==> src/hdl/ocpp_pkg.sv <==
`timescale 1ns / 1ps
package ocpp_pkg;

	localparam int FRAC_BITS_DEF  = 16;
	localparam int ANGLE_BITS_DEF = 16;
	localparam int QUEUE_DEPTH    = 4;
	localparam int ADDR_W         = 5;

	// register indexes
	localparam logic [2:0] REG_FOCAL     = 3'd0;
	localparam logic [2:0] REG_CENTER_X  = 3'd1;
	localparam logic [2:0] REG_CENTER_Y  = 3'd2;
	localparam logic [2:0] REG_AZIMUTH   = 3'd3;
	localparam logic [2:0] REG_ELEVATION = 3'd4;
	localparam logic [2:0] REG_RADIUS    = 3'd5;

	typedef struct packed {
		logic        [31:0] focal_pixels;
		logic signed [31:0] center_x;
		logic signed [31:0] center_y;
		logic        [15:0] azimuth;
		logic        [15:0] elevation;
		logic        [31:0] orbit_radius;
	} cfg_t;

	// camera pose in Q30 plus camera position offsets
	typedef struct packed {
		logic signed [31:0] nsu;
		logic signed [31:0] cu;
		logic signed [31:0] ncc;
		logic signed [31:0] nsc;
		logic signed [31:0] sv;
		logic signed [31:0] dx;
		logic signed [31:0] dy;
		logic signed [31:0] cv;
		logic signed [33:0] ox;
		logic signed [33:0] oy;
		logic signed [33:0] oz;
		logic               degen;
	} pose_t;

	typedef struct packed {
		logic signed [31:0] point_x;
		logic signed [31:0] point_y;
		logic signed [31:0] point_z;
	} in_item_t;

	typedef struct packed {
		logic signed [31:0] pixel_u;
		logic signed [31:0] pixel_v;
		logic               invalid;
	} out_item_t;

	// camera-space point handed from front to back
	typedef struct packed {
		logic signed [37:0] cam_x;
		logic signed [37:0] cam_y;
		logic signed [37:0] cam_z;
		logic               zero_out;
	} mid_t;

endpackage

==> src/hdl/ocpp_queue.sv <==
`timescale 1ns / 1ps
module ocpp_queue import ocpp_pkg::*; (
	input  logic clk,
	input  logic arst_n,
	input  logic push_valid,
	input  mid_t push_data,
	output logic push_ready,
	output logic pop_valid,
	output mid_t pop_data,
	input  logic pop_ready
);

	localparam int PW = $clog2(QUEUE_DEPTH);

	mid_t mem_q [QUEUE_DEPTH];
	logic [PW-1:0] wr_q, rd_q;
	logic [PW:0] count_q;
	logic do_push, do_pop;

	assign push_ready = count_q < (PW+1)'(QUEUE_DEPTH);
	assign pop_valid = count_q != '0;
	assign do_push = push_valid && push_ready;
	assign do_pop = pop_valid && pop_ready;
	assign pop_data = mem_q[rd_q];

	always_ff @(posedge clk or negedge arst_n) begin
		if (!arst_n) begin
			wr_q <= '0;
			rd_q <= '0;
			count_q <= '0;
		end else begin
			if (do_push) begin
				wr_q <= wr_q + PW'(1);
			end
			if (do_pop) begin
				rd_q <= rd_q + PW'(1);
			end
			count_q <= count_q + (PW+1)'(do_push) - (PW+1)'(do_pop);
		end
	end

	always_ff @(posedge clk) begin
		if (do_push) begin
			mem_q[wr_q] <= push_data;
		end
	end

endmodule

==> config.mk <==
export PLATFORM = sky130hd
export DESIGN_NAME = ocpp_queue
export DESIGN_NICKNAME = d
export VERILOG_FILES = /design/src/hdl/ocpp_pkg.sv /design/src/hdl/ocpp_queue.sv
export SDC_FILE = /design/constraint.sdc
export NUM_CORES = 1
export LEC_CHECK = 0
export BUFFER_PORTS_ARGS = -buffer_cell sky130_fd_sc_hd__buf_2
export CORE_MARGIN = 2
export CORE_UTILIZATION = 57
export CTS_CLUSTER_DIAMETER = 150
export DETAILED_ROUTE_END_ITERATION = 10
export GPL_TIMING_DRIVEN = 0
export HOLD_SLACK_MARGIN = 0.15
export PLACE_DENSITY_LB_ADDON = 0.15
export SETUP_SLACK_MARGIN = 0.5
export SLEW_MARGIN = 20
export SYNTH_ARGS = -nofsm -noshare
export SYNTH_HDL_FRONTEND = slang
export SYNTH_SLANG_ARGS = --single-unit
==> constraint.sdc <==
create_clock -name clk -period 4.3 [get_ports clk]
set_input_delay 0.645 -clock clk [delete_from_list [all_inputs] [get_ports clk]]
set_output_delay 0.645 -clock clk [all_outputs]
set_load 0.02 [all_outputs]
# Word-level counts from Yosys, hierarchy flattened
# Memories as Yosys holds them, arrays and structs flattened.
# Cells that the tools add are included.
# totals
out_inout_bits	117
regBits	7
memories	1
mem_bits_rw	460
input_bits	119
# memory_table
memory	depth	word_bits	rd	rd_clocked_by_memory_dff	wr	line_no	rtl
mem_q	4	115	1	0	1	ocpp_queue.sv:15	mid_t mem_q [QUEUE_DEPTH];
# classes
n_mux	2
n_addsub	4
n_lt_le_gt_ge	1
n_reduce_logical	3
# op_table
cell	count
$add 2x1->2 const B	2
$add 3x1->3	1
$lt 3x3->1 const B	1
$reduce_bool 3->1	1
$sub 3x1->3	1
$logic_and 1x1->1	2
$mux 1	2

# Longest topological paths before layout
# logic_depth
depth_word	4
ltp_mapped	8

# Worst setup path after synthesis
# No wires, ideal clock.
# synth_path
path_type	input to register
startpoint	in push_valid
endpoint	mem mem_q[2][0] (netlist name), enable pin
arrival_ns	3.665
cell_stages	2
path_slack_ns	0.148
required_time_ns	3.813
setup_ns	0.487
path_cell_list	nor2b_1 and2_1
# synth_between
elab_chain_cells	3
# synth_lines
element	line_no	rtl
start, declared	ocpp_queue.sv:5	input logic push_valid,
$logic_and 1x1->1	ocpp_queue.sv:22	assign do_push = push_valid && push_ready;
$mux 1	ocpp_queue.sv:43	if (do_push) begin
$mux 1 (implied by the code)	ocpp_queue.sv:44	mem_q[wr_q] <= push_data;
end, declared	ocpp_queue.sv:15	
# No other way between the ends.

==> run_results.csv <==
group,metric,value,unit
pwr,netSwitchingPower,4.245,mW
worst_setup_path,worst_setup_path_end_kind,"output port",
sta,worst_slew_pin_slew,0.7026,ns
pwr,seq_power_share,42.2,%
finish,nets,1055,
pwr,peakVddDrop,0.4247,mV
worst_setup_path,crit_required,3.65,ns
finish,fin_util,68.78,%
drt,post_drt_wl_per_cell,22.60,um
place,dp_cells,1270,
pwr,power.density,684.8,nW/um^2
place,io_buffer_count,235,
finish,multi_input_area,2805,sq um
global_route,grt_pass1_vias,8305,
synthesis,yosys-top-cells-area,"edfxtp_1 (81%), mux4_2 (15%), dfrtp_1 (1.0%)",
synthesis,ys_seq_elements,467,
die,io_pins,236,
sta,finalSetupTns,0,ns
worst_setup_path,reg2reg_to,"mem_q[2][77]$_DFFE_PP_",
worst_setup_path,reg2reg_slack,1.92,ns
synthesis,synth_area,16970,sq um
synthesis,synth_cell_types,18,
worst_setup_path,r2r-start,"count_q[2]$_DFF_PN0_",
drt,postRouteAntennaNets,0,
global_route,grt_start_max_net_pins,47,
hold_path,hold_path_class,"in -> reg",
pwr,p_sw_share,30.57,%
die,core,29480,sq um
pwr,power.internal,9.642,mW
outcome,status,"finished, final reports clean",
worst_setup_path,max_stage_delay,0.36,ns
drt,drt-total-wl,30.64,mm
die,die-width,176.5,um
pwr,p_total,13.89,mW
synthesis,yosysTopAreaCell,"edfxtp_1",
place,hpwl,19.94,mm
sta,finalCriticalPeriod,2.979,ns
sta,drv_slew,0,
sta,hold_viol,0,
worst_setup_path,timing.critical_path.cells,"buf_2 -> buf_2 -> buf_2 -> mux4_2 -> buf_2",
worst_setup_path,crit_top_cell,"buf_2",
drt,first_pass_iters,5,
clock_network,cts_root_buffer,"clkbuf_16",
worst_setup_path,worstSetupPathType,"reg -> out",
finish,stdcell_count,1356,
synthesis,yosys_warnings,0,
finish,syn_to_final_growth,19.52,%
die,start_util,57.55,%
global_route,gr-total-overflow,0,
place,gp_congestion,0.7400,
synthesis,synth_edf_count,460,
worst_setup_path,r2r_cells,4,
worst_setup_path,worstPathArrival,2.33,ns
hold_path,hold_depth,1,
finish,drive_gt1_share,46.15,%
pwr,p_clk_share,26.3,%
flow_run,maxCapViolCount,0,
die,die_y,176.5,um
sta,max_freq,335.7,MHz
synthesis,async_flop_share,1.499,%
drt,drt_iter0_drc,464,
pwr,p_leak,6.928,nW
worst_setup_path,cp_max_fo,10,
finish,fillers,1851,
sta,period_share,69.27,%
drt,detail_route.vias_per_cell,5.637,
clock_network,tritoncts,"yes",
clock_network,postCtsSetupBuffers,0,
sta,fin_skew,0.01524,ns
synthesis,synth.top_cell.area_share,81.42,%
clock_network,htree_levels,2,
worst_setup_path,crit_buf_inv,4,
global_route,grt_usage,20.43,%
worst_setup_path,critPathLaunchType,"flip-flop",
sta,finalSetupViolations,0,
global_route,antenna_found_initial,6,
clock_network,clock-sinks,467,
sta,relSlewSlack,53.16,%
pwr,combPwrFrac,31.5,%
clock_network,cts_buffers,46,
synthesis,synth_cells,636,
die,fp.dieArea,31160,sq um
synthesis,ys_seq_area_share,82.45,%
clock_network,clockBufferDepth,3,
worst_setup_path,path_delay_family,"buffers and inverters",
hold_path,min_from,"push_data[19]",
clock_network,clkSlewWorstSetupHoldPaths,0.06,ns
finish,ff_latch_area,13990,sq um
drt,routed-via-count,7644,
clock_network,insertion_delay,0.54,ns
synthesis,synthesis.nets,762,
sta,rsz0062_at_grt,"no",
drt,post-route-drc-count,0,
synthesis,synth_flop_cell,"edfxtp_1",
synthesis,yosysMostFrequentCell,"edfxtp_1",
hold_path,min_to,"mem_q[1][19]$_DFFE_PP_",
worst_setup_path,cp_slowest_cell,"mux4_2",
die,row_count,63,
synthesis,yosys-top-cells-count,"edfxtp_1 (460), mux4_2 (115), buf_2 (14)",
global_route,grt_pass1_wl,47.37,mm
synthesis,syn_area_per_cell,26.68,sq um
metal layers:
metal	GRT usage, %	vias to the layer above	share of wire (%)
met2	34.24	256	52
met1	26.73	3983	38
met4	5.303	4	2.0
met3	5.857	51	8.1
li1	-	3350	-
met5	0	-	0.078
logic make-up (layout without fill, tap and decap cells):
family / after synthesis / count (layout) / synth area share, %
flip-flops: 467 / 467 / 82.45
multiplexers: 116 / 116 / 15.33
buffers and inverters: 33 / 359 / 1.077
adder cells (fa/ha/maj): 7 / 7 / 0.5605
AND/OR/NAND/NOR: 6 / 6 / 0.2213
XOR/XNOR: 5 / 5 / 0.2581
AO/OA/AOI/OAI: 2 / 2 / 0.1033
other: 0 / 4 / 0
worst max-delay path by stage:
stage	start	endpoint	depth (start not counted)	slack [ns]
3_3_place_gp	push_valid	mem_q[2][76]$_DFFE_PP_	3	0.33
4_1_cts	rd_q[1]$_DFFE_PN0P_	pop_data[97]	5	1.29
2_1_floorplan	push_valid	mem_q[0][0]$_DFFE_PP_	2	1.41
3_5_place_dp	push_valid	mem_q[2][76]$_DFFE_PP_	5	1.55
5_1_grt	rd_q[1]$_DFFE_PN0P_	pop_data[103]	5	1.19
6_report	rd_q[1]$_DFFE_PN0P_	pop_data[103]	5	1.32
stage by stage:
stage / cell area (sq um) / hold WS, ns / worst slack, ns
2_1_floorplan: 16970 / 0.3494 / 1.410
3_3_place_gp: 18640 / 0.4846 / 0.3262
3_5_place_dp: 18870 / 0.4958 / 1.545
4_1_cts: 20270 / 0.2918 / 1.288
5_1_grt: 20270 / 0.2934 / 1.192
6_report: 20280 / 0.3189 / 1.321
power groups by stage:
stage	registers [mW]	clock network, mW	logic [mW]
after floorplan	5.93	0	3.00
after CTS	5.87	3.72	4.48
after detailed placement	5.96	0	4.46
after global placement	5.98	0	4.27
final	5.86	3.65	4.38
after global routing	5.91	3.91	4.70
final cells by class:
type	count	share of cell area, %
antenna	4	0.04936
buffer	26	0.7713
clock buffer	59	6.232
clock inverter	22	0.5985
inverter	7	0.1296
multi-input combinational	136	13.83
sequential	467	68.98
tap	390	2.406
timing repair buffer	245	6.997
registers in the layout (all words and copies together), names as in the netlist:
register	cells
rd_q	2
count_q	3
wr_q	2
mem_q	460
placed cells by master (no fill, tap or decap), types with 2 or more instances in the layout:
cell type  netlist  routed
clkbuf_16        0      49
mux4_2         115     115
clkinv_2         0      10
dfrtp_1          7       7
diode_2          0       4
buf_16           0       7
xnor2_1          4       4
inv_1            7       7
buf_12           0       2
buf_2           14     249
clkbuf_1         6      16
ha_1             6       6
clkinv_1         0      11
and2_4           0       4
buf_6            5       5
edfxtp_1       460     460
timing repair:
action,CTS,global route
gates resized for setup,0,0
hold endpoints to repair,7,0
setup endpoints to repair,0,0
hold buffers,1,0
Power figures use the tool's default switching activity.
