==> config.mk <==
export PLATFORM = sky130hd
export DESIGN_NAME = ocpp_pose
export DESIGN_NICKNAME = d
export VERILOG_FILES = /design/src/hdl/ocpp_pkg.sv /design/src/hdl/ocpp_pose.sv
export SDC_FILE = /design/constraint.sdc
export NUM_CORES = 2
export LEC_CHECK = 0
export BUFFER_PORTS_ARGS = -buffer_cell sky130_fd_sc_hd__buf_2
export CORE_MARGIN = 2
export CORE_UTILIZATION = 30
export CTS_BUF_LIST = sky130_fd_sc_hd__clkbuf_4 sky130_fd_sc_hd__clkbuf_8
export CTS_CLUSTER_SIZE = 12
export DETAILED_ROUTE_END_ITERATION = 10
export PLACE_DENSITY_LB_ADDON = 0.05
export SYNTH_ARGS = -nofsm -noshare
export SYNTH_HDL_FRONTEND = slang
export SYNTH_SLANG_ARGS = --single-unit
==> constraint.sdc <==
create_clock -name clk -period 13.35 [get_ports clk]
set_input_delay 2.67 -clock clk [delete_from_list [all_inputs] [get_ports clk]]
set_output_delay 2.67 -clock clk [all_outputs]
set_load 0.05 [all_outputs]
==> src/hdl/ocpp_pkg.sv <==
`timescale 1ns / 1ps
package ocpp_pkg;

	localparam int FRAC_BITS_DEF  = 16;
	localparam int ANGLE_BITS_DEF = 16;
	localparam int QUEUE_DEPTH    = 4;
	localparam int ADDR_W         = 5;

	// register indexes
	localparam logic [2:0] REG_FOCAL     = 3'd0;
	localparam logic [2:0] REG_CENTER_X  = 3'd1;
	localparam logic [2:0] REG_CENTER_Y  = 3'd2;
	localparam logic [2:0] REG_AZIMUTH   = 3'd3;
	localparam logic [2:0] REG_ELEVATION = 3'd4;
	localparam logic [2:0] REG_RADIUS    = 3'd5;

	typedef struct packed {
		logic        [31:0] focal_pixels;
		logic signed [31:0] center_x;
		logic signed [31:0] center_y;
		logic        [15:0] azimuth;
		logic        [15:0] elevation;
		logic        [31:0] orbit_radius;
	} cfg_t;

	// camera pose in Q30 plus camera position offsets
	typedef struct packed {
		logic signed [31:0] nsu;
		logic signed [31:0] cu;
		logic signed [31:0] ncc;
		logic signed [31:0] nsc;
		logic signed [31:0] sv;
		logic signed [31:0] dx;
		logic signed [31:0] dy;
		logic signed [31:0] cv;
		logic signed [33:0] ox;
		logic signed [33:0] oy;
		logic signed [33:0] oz;
		logic               degen;
	} pose_t;

	typedef struct packed {
		logic signed [31:0] point_x;
		logic signed [31:0] point_y;
		logic signed [31:0] point_z;
	} in_item_t;

	typedef struct packed {
		logic signed [31:0] pixel_u;
		logic signed [31:0] pixel_v;
		logic               invalid;
	} out_item_t;

	// camera-space point handed from front to back
	typedef struct packed {
		logic signed [37:0] cam_x;
		logic signed [37:0] cam_y;
		logic signed [37:0] cam_z;
		logic               zero_out;
	} mid_t;

endpackage

==> src/hdl/ocpp_pose.sv <==
`timescale 1ns / 1ps
module ocpp_pose import ocpp_pkg::*; #(
	parameter int ANGLE_BITS = ANGLE_BITS_DEF
) (
	input  logic  clk,
	input  logic  arst_n,
	input  cfg_t  cfg,
	input  logic  restart,
	output pose_t pose,
	output logic  busy
);

	localparam int QS = ANGLE_BITS - 2;
	localparam logic [ANGLE_BITS-1:0] QUARTER = ANGLE_BITS'(1) << QS;
	localparam logic signed [34:0] SIN_A = 35'sd1686629713;
	localparam logic signed [34:0] SIN_B = 35'sd688904866;
	localparam logic signed [32:0] SIN_C = 33'sd76016977;
	localparam logic [30:0] Q30_ONE = 31'd1 << 30;

	// sequencer steps: 16 polynomial steps, then pose products
	localparam logic [1:0] SUB_T2 = 2'd0;
	localparam logic [1:0] SUB_INNER = 2'd1;
	localparam logic [1:0] SUB_MID = 2'd2;
	localparam logic [1:0] SUB_SINE = 2'd3;
	localparam logic [4:0] ST_DX = 5'd16;
	localparam logic [4:0] ST_DY = 5'd17;
	localparam logic [4:0] ST_OX = 5'd18;
	localparam logic [4:0] ST_OY = 5'd19;
	localparam logic [4:0] ST_OZ = 5'd20;
	localparam logic [4:0] ST_NCC = 5'd21;
	localparam logic [4:0] ST_NSC = 5'd22;

	logic [4:0] step_q;
	logic busy_q;
	logic signed [32:0] t2_q, acc_q;
	logic signed [31:0] trig_q [4];
	logic signed [31:0] dx_q, dy_q, ncc_q, nsc_q;
	logic signed [33:0] ox_q, oy_q, oz_q;

	logic [ANGLE_BITS-1:0] ang;
	logic [1:0] quad;
	logic [30:0] t_raw, t_val;
	logic signed [32:0] op_a, op_b, rad;
	logic signed [34:0] prod;

	// (a*b)>>30, rounded on the magnitude
	function automatic logic signed [34:0] mq(input logic signed [32:0] a,
		input logic signed [32:0] b);
		logic [32:0] ua, ub;
		logic [65:0] p;
		logic [35:0] r;
		logic signed [34:0] rs;
		ua = a[32] ? 33'(-a) : 33'(a);
		ub = b[32] ? 33'(-b) : 33'(b);
		p = 66'(ua) * 66'(ub);
		r = 36'((p + (66'd1 << 29)) >> 30);
		rs = signed'(35'(r));
		return (a[32] ^ b[32]) ? -rs : rs;
	endfunction

	assign rad = signed'({1'b0, cfg.orbit_radius});

	// angle of the current polynomial pass
	always_comb begin
		unique case (step_q[3:2])
			2'd0: ang = ANGLE_BITS'(cfg.azimuth);
			2'd1: ang = ANGLE_BITS'(cfg.azimuth) + QUARTER;
			2'd2: ang = ANGLE_BITS'(cfg.elevation);
			default: ang = ANGLE_BITS'(cfg.elevation) + QUARTER;
		endcase
		quad = ang[ANGLE_BITS-1:ANGLE_BITS-2];
		t_raw = 31'(ang[QS-1:0]) << (30 - QS);
		t_val = quad[0] ? (Q30_ONE - t_raw) : t_raw;
	end

	// operand select for the shared multiplier
	always_comb begin
		op_a = '0;
		op_b = '0;
		if (step_q < ST_DX) begin
			unique case (step_q[1:0])
				SUB_T2: begin op_a = signed'({2'b0, t_val}); op_b = signed'({2'b0, t_val}); end
				SUB_INNER: begin op_a = t2_q; op_b = SIN_C; end
				SUB_MID: begin op_a = t2_q; op_b = acc_q; end
				SUB_SINE: begin op_a = signed'({2'b0, t_val}); op_b = acc_q; end
			endcase
		end else begin
			unique case (step_q)
				ST_DX: begin op_a = 33'(trig_q[1]); op_b = 33'(trig_q[2]); end
				ST_DY: begin op_a = 33'(trig_q[0]); op_b = 33'(trig_q[2]); end
				ST_OX: begin op_a = rad; op_b = 33'(dx_q); end
				ST_OY: begin op_a = rad; op_b = 33'(dy_q); end
				ST_OZ: begin op_a = rad; op_b = 33'(trig_q[3]); end
				ST_NCC: begin op_a = 33'(trig_q[1]); op_b = 33'(trig_q[3]); end
				ST_NSC: begin op_a = 33'(trig_q[0]); op_b = 33'(trig_q[3]); end
				default: begin op_a = '0; op_b = '0; end
			endcase
		end
	end

	assign prod = mq(op_a, op_b);

	// step control
	always_ff @(posedge clk or negedge arst_n) begin
		if (!arst_n) begin
			step_q <= '0;
			busy_q <= 1'b1;
		end else if (restart) begin
			step_q <= '0;
			busy_q <= 1'b1;
		end else if (busy_q) begin
			if (step_q == ST_NSC) begin
				busy_q <= 1'b0;
			end
			step_q <= step_q + 5'd1;
		end
	end

	// result write-back
	always_ff @(posedge clk) begin
		if (busy_q && !restart) begin
			if (step_q < ST_DX) begin
				unique case (step_q[1:0])
					SUB_T2: t2_q <= 33'(prod);
					SUB_INNER: acc_q <= 33'(SIN_B - prod);
					SUB_MID: acc_q <= 33'(SIN_A - prod);
					SUB_SINE: trig_q[step_q[3:2]] <= 32'(quad[1] ? -prod : prod);
				endcase
			end else begin
				unique case (step_q)
					ST_DX: dx_q <= 32'(prod);
					ST_DY: dy_q <= 32'(prod);
					ST_OX: ox_q <= 34'(prod);
					ST_OY: oy_q <= 34'(prod);
					ST_OZ: oz_q <= 34'(prod);
					ST_NCC: ncc_q <= 32'(-prod);
					ST_NSC: nsc_q <= 32'(-prod);
					default: ;
				endcase
			end
		end
	end

	always_comb begin
		pose.nsu = -trig_q[0];
		pose.cu = trig_q[1];
		pose.ncc = ncc_q;
		pose.nsc = nsc_q;
		pose.sv = trig_q[2];
		pose.dx = dx_q;
		pose.dy = dy_q;
		pose.cv = trig_q[3];
		pose.ox = ox_q;
		pose.oy = oy_q;
		pose.oz = oz_q;
		// sine of elevation is zero on a multiple of a half turn
		pose.degen = (ANGLE_BITS'(cfg.elevation) & ((ANGLE_BITS'(1) << (ANGLE_BITS - 1))
			- ANGLE_BITS'(1))) == '0;
	end

	assign busy = busy_q;

endmodule

* Word-level counts from Yosys, hierarchy flattened
Memory sizes are Yosys's and may differ from the RTL's.
Cells that the tools add are included.
** Operators by class
- Bitwise logic cells :: 2
- Equality and inequality tests :: 12
- $lt $le $gt $ge :: 1
- $add $sub $neg :: 12
- Reduce and logical (&&, ||, !) cells :: 24
- Mux-type cells :: 22
- $mul :: 1
** Operator list (number)
- $pmux W33 S3 :: 2
- $mux W33 :: 4
- $pmux W33 S2 :: 2
- $pmux W33 S4 :: 1
- $neg A33 Y33 :: 2
- $add A64 B30 Y64 const B :: 1
- $mul A33 B33 Y64 :: 1
- $neg A32 Y32 :: 2
- $pmux W16 S3 :: 1
- $eq A5 B5 Y1 const B :: 7
- $mux W34 :: 1
- $neg A34 Y34 :: 1
- $sub A31 B33 Y33 const A :: 1
- $sub A32 B33 Y33 const A :: 1
- $add A16 B15 Y16 const B :: 2
- $mux W32 :: 1
- $mux W31 :: 1
- $sub A31 B30 Y31 const A :: 1
- $reduce_and A3 Y1 :: 9
- $logic_not A16 Y1 :: 1
- $reduce_or A2 Y1 :: 6
- $mux W5 :: 2
- $mux W1 :: 7
- $eq A2 B2 Y1 const B :: 3
- 10 further kinds :: 14
** Storage, ports and cells
- Output and inout bits :: 360
- Logic and storage cells :: 86
- Memories kept :: 1
- Bits in registers :: 302
- Memory bits (writable) :: 128
** Memory list
- trig_q :: depth 4, bits a word 32, rd ports 4, clocked after memory_dff 0, write ports 1, line ocpp_pose.sv:36 : logic signed [31:0] trig_q [4];

* Logic depth before layout (Yosys ltp)
- Depth after elaboration :: 14
- Gate-level depth with buffers :: 56
- Depth with buffers taken out :: 52

* Least setup slack after synthesis
Ideal clock, no wire load.
- Path type :: input port to flip-flop
- Start :: in cfg[32] in the netlist's numbering
- End :: reg acc_q[32], data pin
- Library setup time :: 0.268 ns
- Arrival :: 14.177 ns
- Stages on the path :: 47
- Required time :: 13.082 ns
- Setup slack :: -1.095 ns
- Path buffers :: 2
- Path through :: mux2i_1 > ha_1 > o21ai_0 > o21bai_1 > nor3_1 > nor2_1 > xnor2_1 > a21oi_1 > nand3_1 > nor2_1 > and3_1 > and3_1 > or2_2 > xor2_1 > clkbuf_1 > nand2_1 > fa_1 > inv_1 > (+11 left out) > ha_1 > clkbuf_1 > nand2_1 > nor2_1 > a21oi_1 > a21boi_0 > a21oi_1 > a311o_1 > mux2i_1 > nand3_1 > nor4_4 > a31oi_1 > xor2_1 > inv_1 > nor3_1 > o211ai_1 > a2111o_1 > xor2_1
** Between the ends
- Word-level cells in the longest chain between the ends :: 14
- Elaborated cells between the ends (all ways) :: 19
** RTL lines
- start, declared :: line ocpp_pose.sv:7 : input cfg_t cfg,
- $add A16 B15 Y16 :: line ocpp_pose.sv:69 : default: ang = ANGLE_BITS'(cfg.elevation) + QUARTER;
- $pmux W16 S3 (*) :: line ocpp_pose.sv:65 : unique case (step_q[3:2])
- $sub A31 B30 Y31 :: line ocpp_pose.sv:73 : t_val = quad[0] ? (Q30_ONE - t_raw) : t_raw;
- $mux W31 (*) :: line ocpp_pose.sv:73
- $pmux W33 S3 or $pmux W33 S2 (tied branches) :: line ocpp_pose.sv:81 : unique case (step_q[1:0])
- $mux W33 :: line ocpp_pose.sv:80 : if (step_q < ST_DX) begin
- $neg A33 Y33 (on tied branches) :: line ocpp_pose.sv:54, ocpp_pose.sv:53
- $mux W33 (on tied branches) :: line ocpp_pose.sv:54, ocpp_pose.sv:53
- $mul A33 B33 Y64 (*) :: line ocpp_pose.sv:55 : p = 66'(ua) * 66'(ub);
- $add A64 B30 Y64 (*) :: line ocpp_pose.sv:56 : r = 36'((p + (66'd1 << 29)) >> 30);
- $neg A34 Y34 :: line ocpp_pose.sv:58 : return (a[32] ^ b[32]) ? -rs : rs;
- $mux W34 (*) :: line ocpp_pose.sv:58
- net prod[24] :: line ocpp_pose.sv:44 : logic signed [34:0] prod;
- $sub A32 B33 Y33 or $sub A31 B33 Y33 (tied branches) :: line ocpp_pose.sv:126, ocpp_pose.sv:125
- $pmux W33 S2 (*) :: line ocpp_pose.sv:123 : unique case (step_q[1:0])
- end signal, assigned :: line ocpp_pose.sv:125 : SUB_INNER: acc_q <= 33'(SIN_B - prod);
- end signal, assigned :: line ocpp_pose.sv:126 : SUB_MID: acc_q <= 33'(SIN_A - prod);
- end, declared :: line ocpp_pose.sv:35 : logic signed [32:0] t2_q, acc_q;
The timed path passes the listed nets; every way through them passes the cells marked *.
A chain may end at the register's enable or synchronous reset.

* Final worst setup path
- Start :: in cfg[33] in the netlist's numbering
- End :: reg acc_q[30], data pin
Same word-level chain as after synthesis.

==> results by group <==
Outcome
  • Status: finished, violations left
  • Failing checks: negative setup slack

Yosys
  • Synth unique cells: ~110
  • Number of synthesized flops with an enable pin: about 420
  • Synth Area in XOR/XNOR: under 10%
  • Largest family of logic cells by synthesized area: adder cells
  • FF+latch count, synth: between 400 and 500
  • Compound-Gate Fraction of Synth Area: under 10%
  • Synth Instances: ~5700
  • Predominant post-synthesis flop cell: edfxtp_1
  • Net Count, Synth: between 7000 and 8000
  • Mapped Area: approximately 56000 µm²
  • Fraction of registers with async set/reset: between 1 and 1.5%
  • Adder-Cell Fraction of Synth Area: 40.9%
  • Ys Warns: 0
  • Share of the yosys chip area belonging to registers: approximately 23%
  • Syn Area/Cell: approximately 9.7 µm²
  • Mux share of post-synthesis cell area: less than 1%
  • Simple logic cell fraction of the synthesized area: approximately 15%

STA
  • Worst-Margin Slew: 1.14 ns
  • Final Skew: around 0.044 ns
  • Fin Hold WS: roughly 0.6 ns
  • FMAX: ~71 MHz
  • Final hold violation count: 0
  • RSZ-0062 raised after global routing: yes
  • Final worst-path cycle share: 105%
  • Final WS setup: -0.678 ns
  • Slew Limit Fails: 0
  • Final setup vio count: 182
  • Minimum clock period: roughly 14 ns
  • Headroom to the max-slew limit: a little under a quarter

Floorplan
  • Die Wd: roughly 440 µm
  • Top Ports: 523
  • Die Y-Extent: 435 µm
  • Core area: roughly 190000 µm²
  • Initial Util: a little under a third
  • Die area: around 190000 µm²
  • Rows: approximately 160

Critical path
  • CP max stage cell: fa_1
  • Crit-path max FO: 5
  • Worst setup SP type: input port
  • Max incr delay on CP: 0.59 ns
  • CP Capture Type: flip-flop
  • CP dominant cell by count: fa_1
  • Arr. time, crit path: between 10 and 15 ns
  • Req. time, crit path: around 14 ns
  • Setup CP Type: input port to flip-flop

Clocking
  • CTS tree: yes
  • CTS H-tree depth: 2
  • Clock Path Buffers: 3
  • # clock sinks: between 400 and 500
  • Clk_lat worst skew: 0.69 ns
  • CTS Root Cell: clkbuf_8
  • Post-CTS Hold Buffers: 0
  • Clk slew on worst S/H paths: around 0.07 ns
  • CTS Buf Count: 59

Placement
  • Port bufs: around 430
  • Setup WS pre-CTS: -2.24 ns
  • GPL Wtd Cong: slightly above 0.9
  • Post-detail-place hpwl: about 200 mm
  • Placed Cells: ~9500

Drt
  • WL final: approximately 240 mm
  • Final ANT Viol Nets: 0
  • Vias: 46400
  • First-iteration detailed-routing DRC count: roughly 2700
  • Post-DR vias/cell: 4.77
  • DRC viols: 0
  • Wire per inst: between 20 and 25 µm
  • DR pass1 iterations: 8

Global route
  • First-pass GRT wire length: 352 mm
  • GRT Util Overall: roughly a quarter
  • Vias in the first global route: about 50000
  • Largest net degree at the start of global routing: 35
  • Initial antenna violation count: 10
  • Total grt overflow: 0

Layout
  • Commonest cells after routing, fill and taps aside: buf_4 (1096), inv_1 (1001), nand2_1 (991), fa_1 (934), edfxtp_1 (424)
  • Share of cells above drive strength 1: ~32%
  • Core Util, Final: 40.9%
  • Final nets: between 8000 and 9000
  • Fin cells: 9731
  • Commonest non-fill, non-tap cell in the layout: buf_4
  • Area Overhead vs Synth: 35.6%

Worst hold path
  • Hold Crit Class: flip-flop to flip-flop

Run
  • Max-cap viol count: 0
==> area by class of cell <==
type                    count  area [µm²]
well taps                2480        3100
clock buffers              71         908
multi-input cells        3997       41400
flip-flops and latches    430       12900
clock inverters            38         308
inverters                1032        3890
diodes                      3        7.51
fillers                 18700      109000
repair buffers           1680       13200
==> worst paths after layout <==
| path | cells after the start | end | startpoint | slack, ns |
|---|---|---|---|---|
| hold / removal | 1 | busy | busy | 0.60 |
| setup / recovery | 56 | acc_q[30] | cfg[33] | -0.68 |
| min in group asynchronous | 1 | step_q[2] | arst_n | 1.83 |
| hold reg to reg | 1 | busy | busy | 0.60 |
| max in group asynchronous | 1 | busy | arst_n | 11.30 |
| setup reg to reg | 54 | acc_q[30] | step_q[1] | -0.43 |
==> synth_stat cells, drive strengths merged (23+ instances only) <==
master / n / area, µm²
a21o: 34 / 255
a21oi: 174 / 886
a222oi: 41 / 410
a22oi: 40 / 300
a31oi: 25 / 169
and2: 134 / 838
and3: 23 / 149
clkbuf: 247 / 927
edfxtp: 424 / 12700
fa: 958 / 19200
ha: 291 / 3640
inv: 1030 / 3870
mux2i: 28 / 280
nand2: 1010 / 3790
nand2b: 24 / 150
nand3: 46 / 243
nand4: 41 / 263
nor2: 358 / 1340
nor2b: 37 / 231
nor3: 65 / 335
o211ai: 24 / 185
o21ai: 92 / 460
xnor2: 181 / 1620
xor2: 98 / 892
==> per-layer routing <==
layer  global-route usage, %  vias up  wire length (µm)
met4                    5.59        8              6230
met5                       0        -                42
met3                    2.95      190             10800
li1                        -    21000                 -
met1                    34.4    24100            106000
met2                    42.8     1071            115000
==> what timing repair did <==
| item | CTS | global route |
|---|---|---|
| resized for setup | 268 | 238 |
| endpoints found under the setup margin | 292 | 298 |
| pin swaps | 123 | 137 |
| gates cloned | 1 | 0 |
| buffers inserted | 70 | 53 |
==> sequential cells by signal, summed over array words and instances, names as in the netlist <==
| register | flops |
|---|---|
| acc_q | 33 |
| busy | 1 |
| dx_q | 32 |
| dy_q | 32 |
| ncc_q | 32 |
| nsc_q | 32 |
| ox_q | 34 |
| oy_q | 34 |
| oz_q | 34 |
| step_q | 5 |
| t2_q | 33 |
| trig_q | 128 |
==> cells by family after synthesis <==
group,after synthesis
AND/OR/NAND/NOR,1848
buffers and inverters,1298
adder cells (fa/ha/maj),1249
AO/OA/AOI/OAI,590
flip-flops,430
XOR/XNOR,280
multiplexers,30
==> stage by stage <==
stage                     TNS [ns]  cell area (µm²)
final                       -58.08            75600
after global routing       -140.98            75600
after CTS                   -55.94            74100
after detailed placement   -468.78            71000
after global placement     -458.97            71000
after floorplan              -3.36            56500
==> worst max-delay path, delay by kind of cell <==
kind / cells / cell delay (ns)
and+or+nand+nor: 9 / 1.23
adders and majority gates: 10 / 4.61
buffers and inverters: 17 / 2.20
AOI/OAI and AO/OA: 15 / 2.75
xor gates and xnor gates: 3 / 0.56
muxes: 2 / 0.40
Power is not shown: default switching activity piles up to over one toggle a cycle in this logic, so the estimate is an artifact.
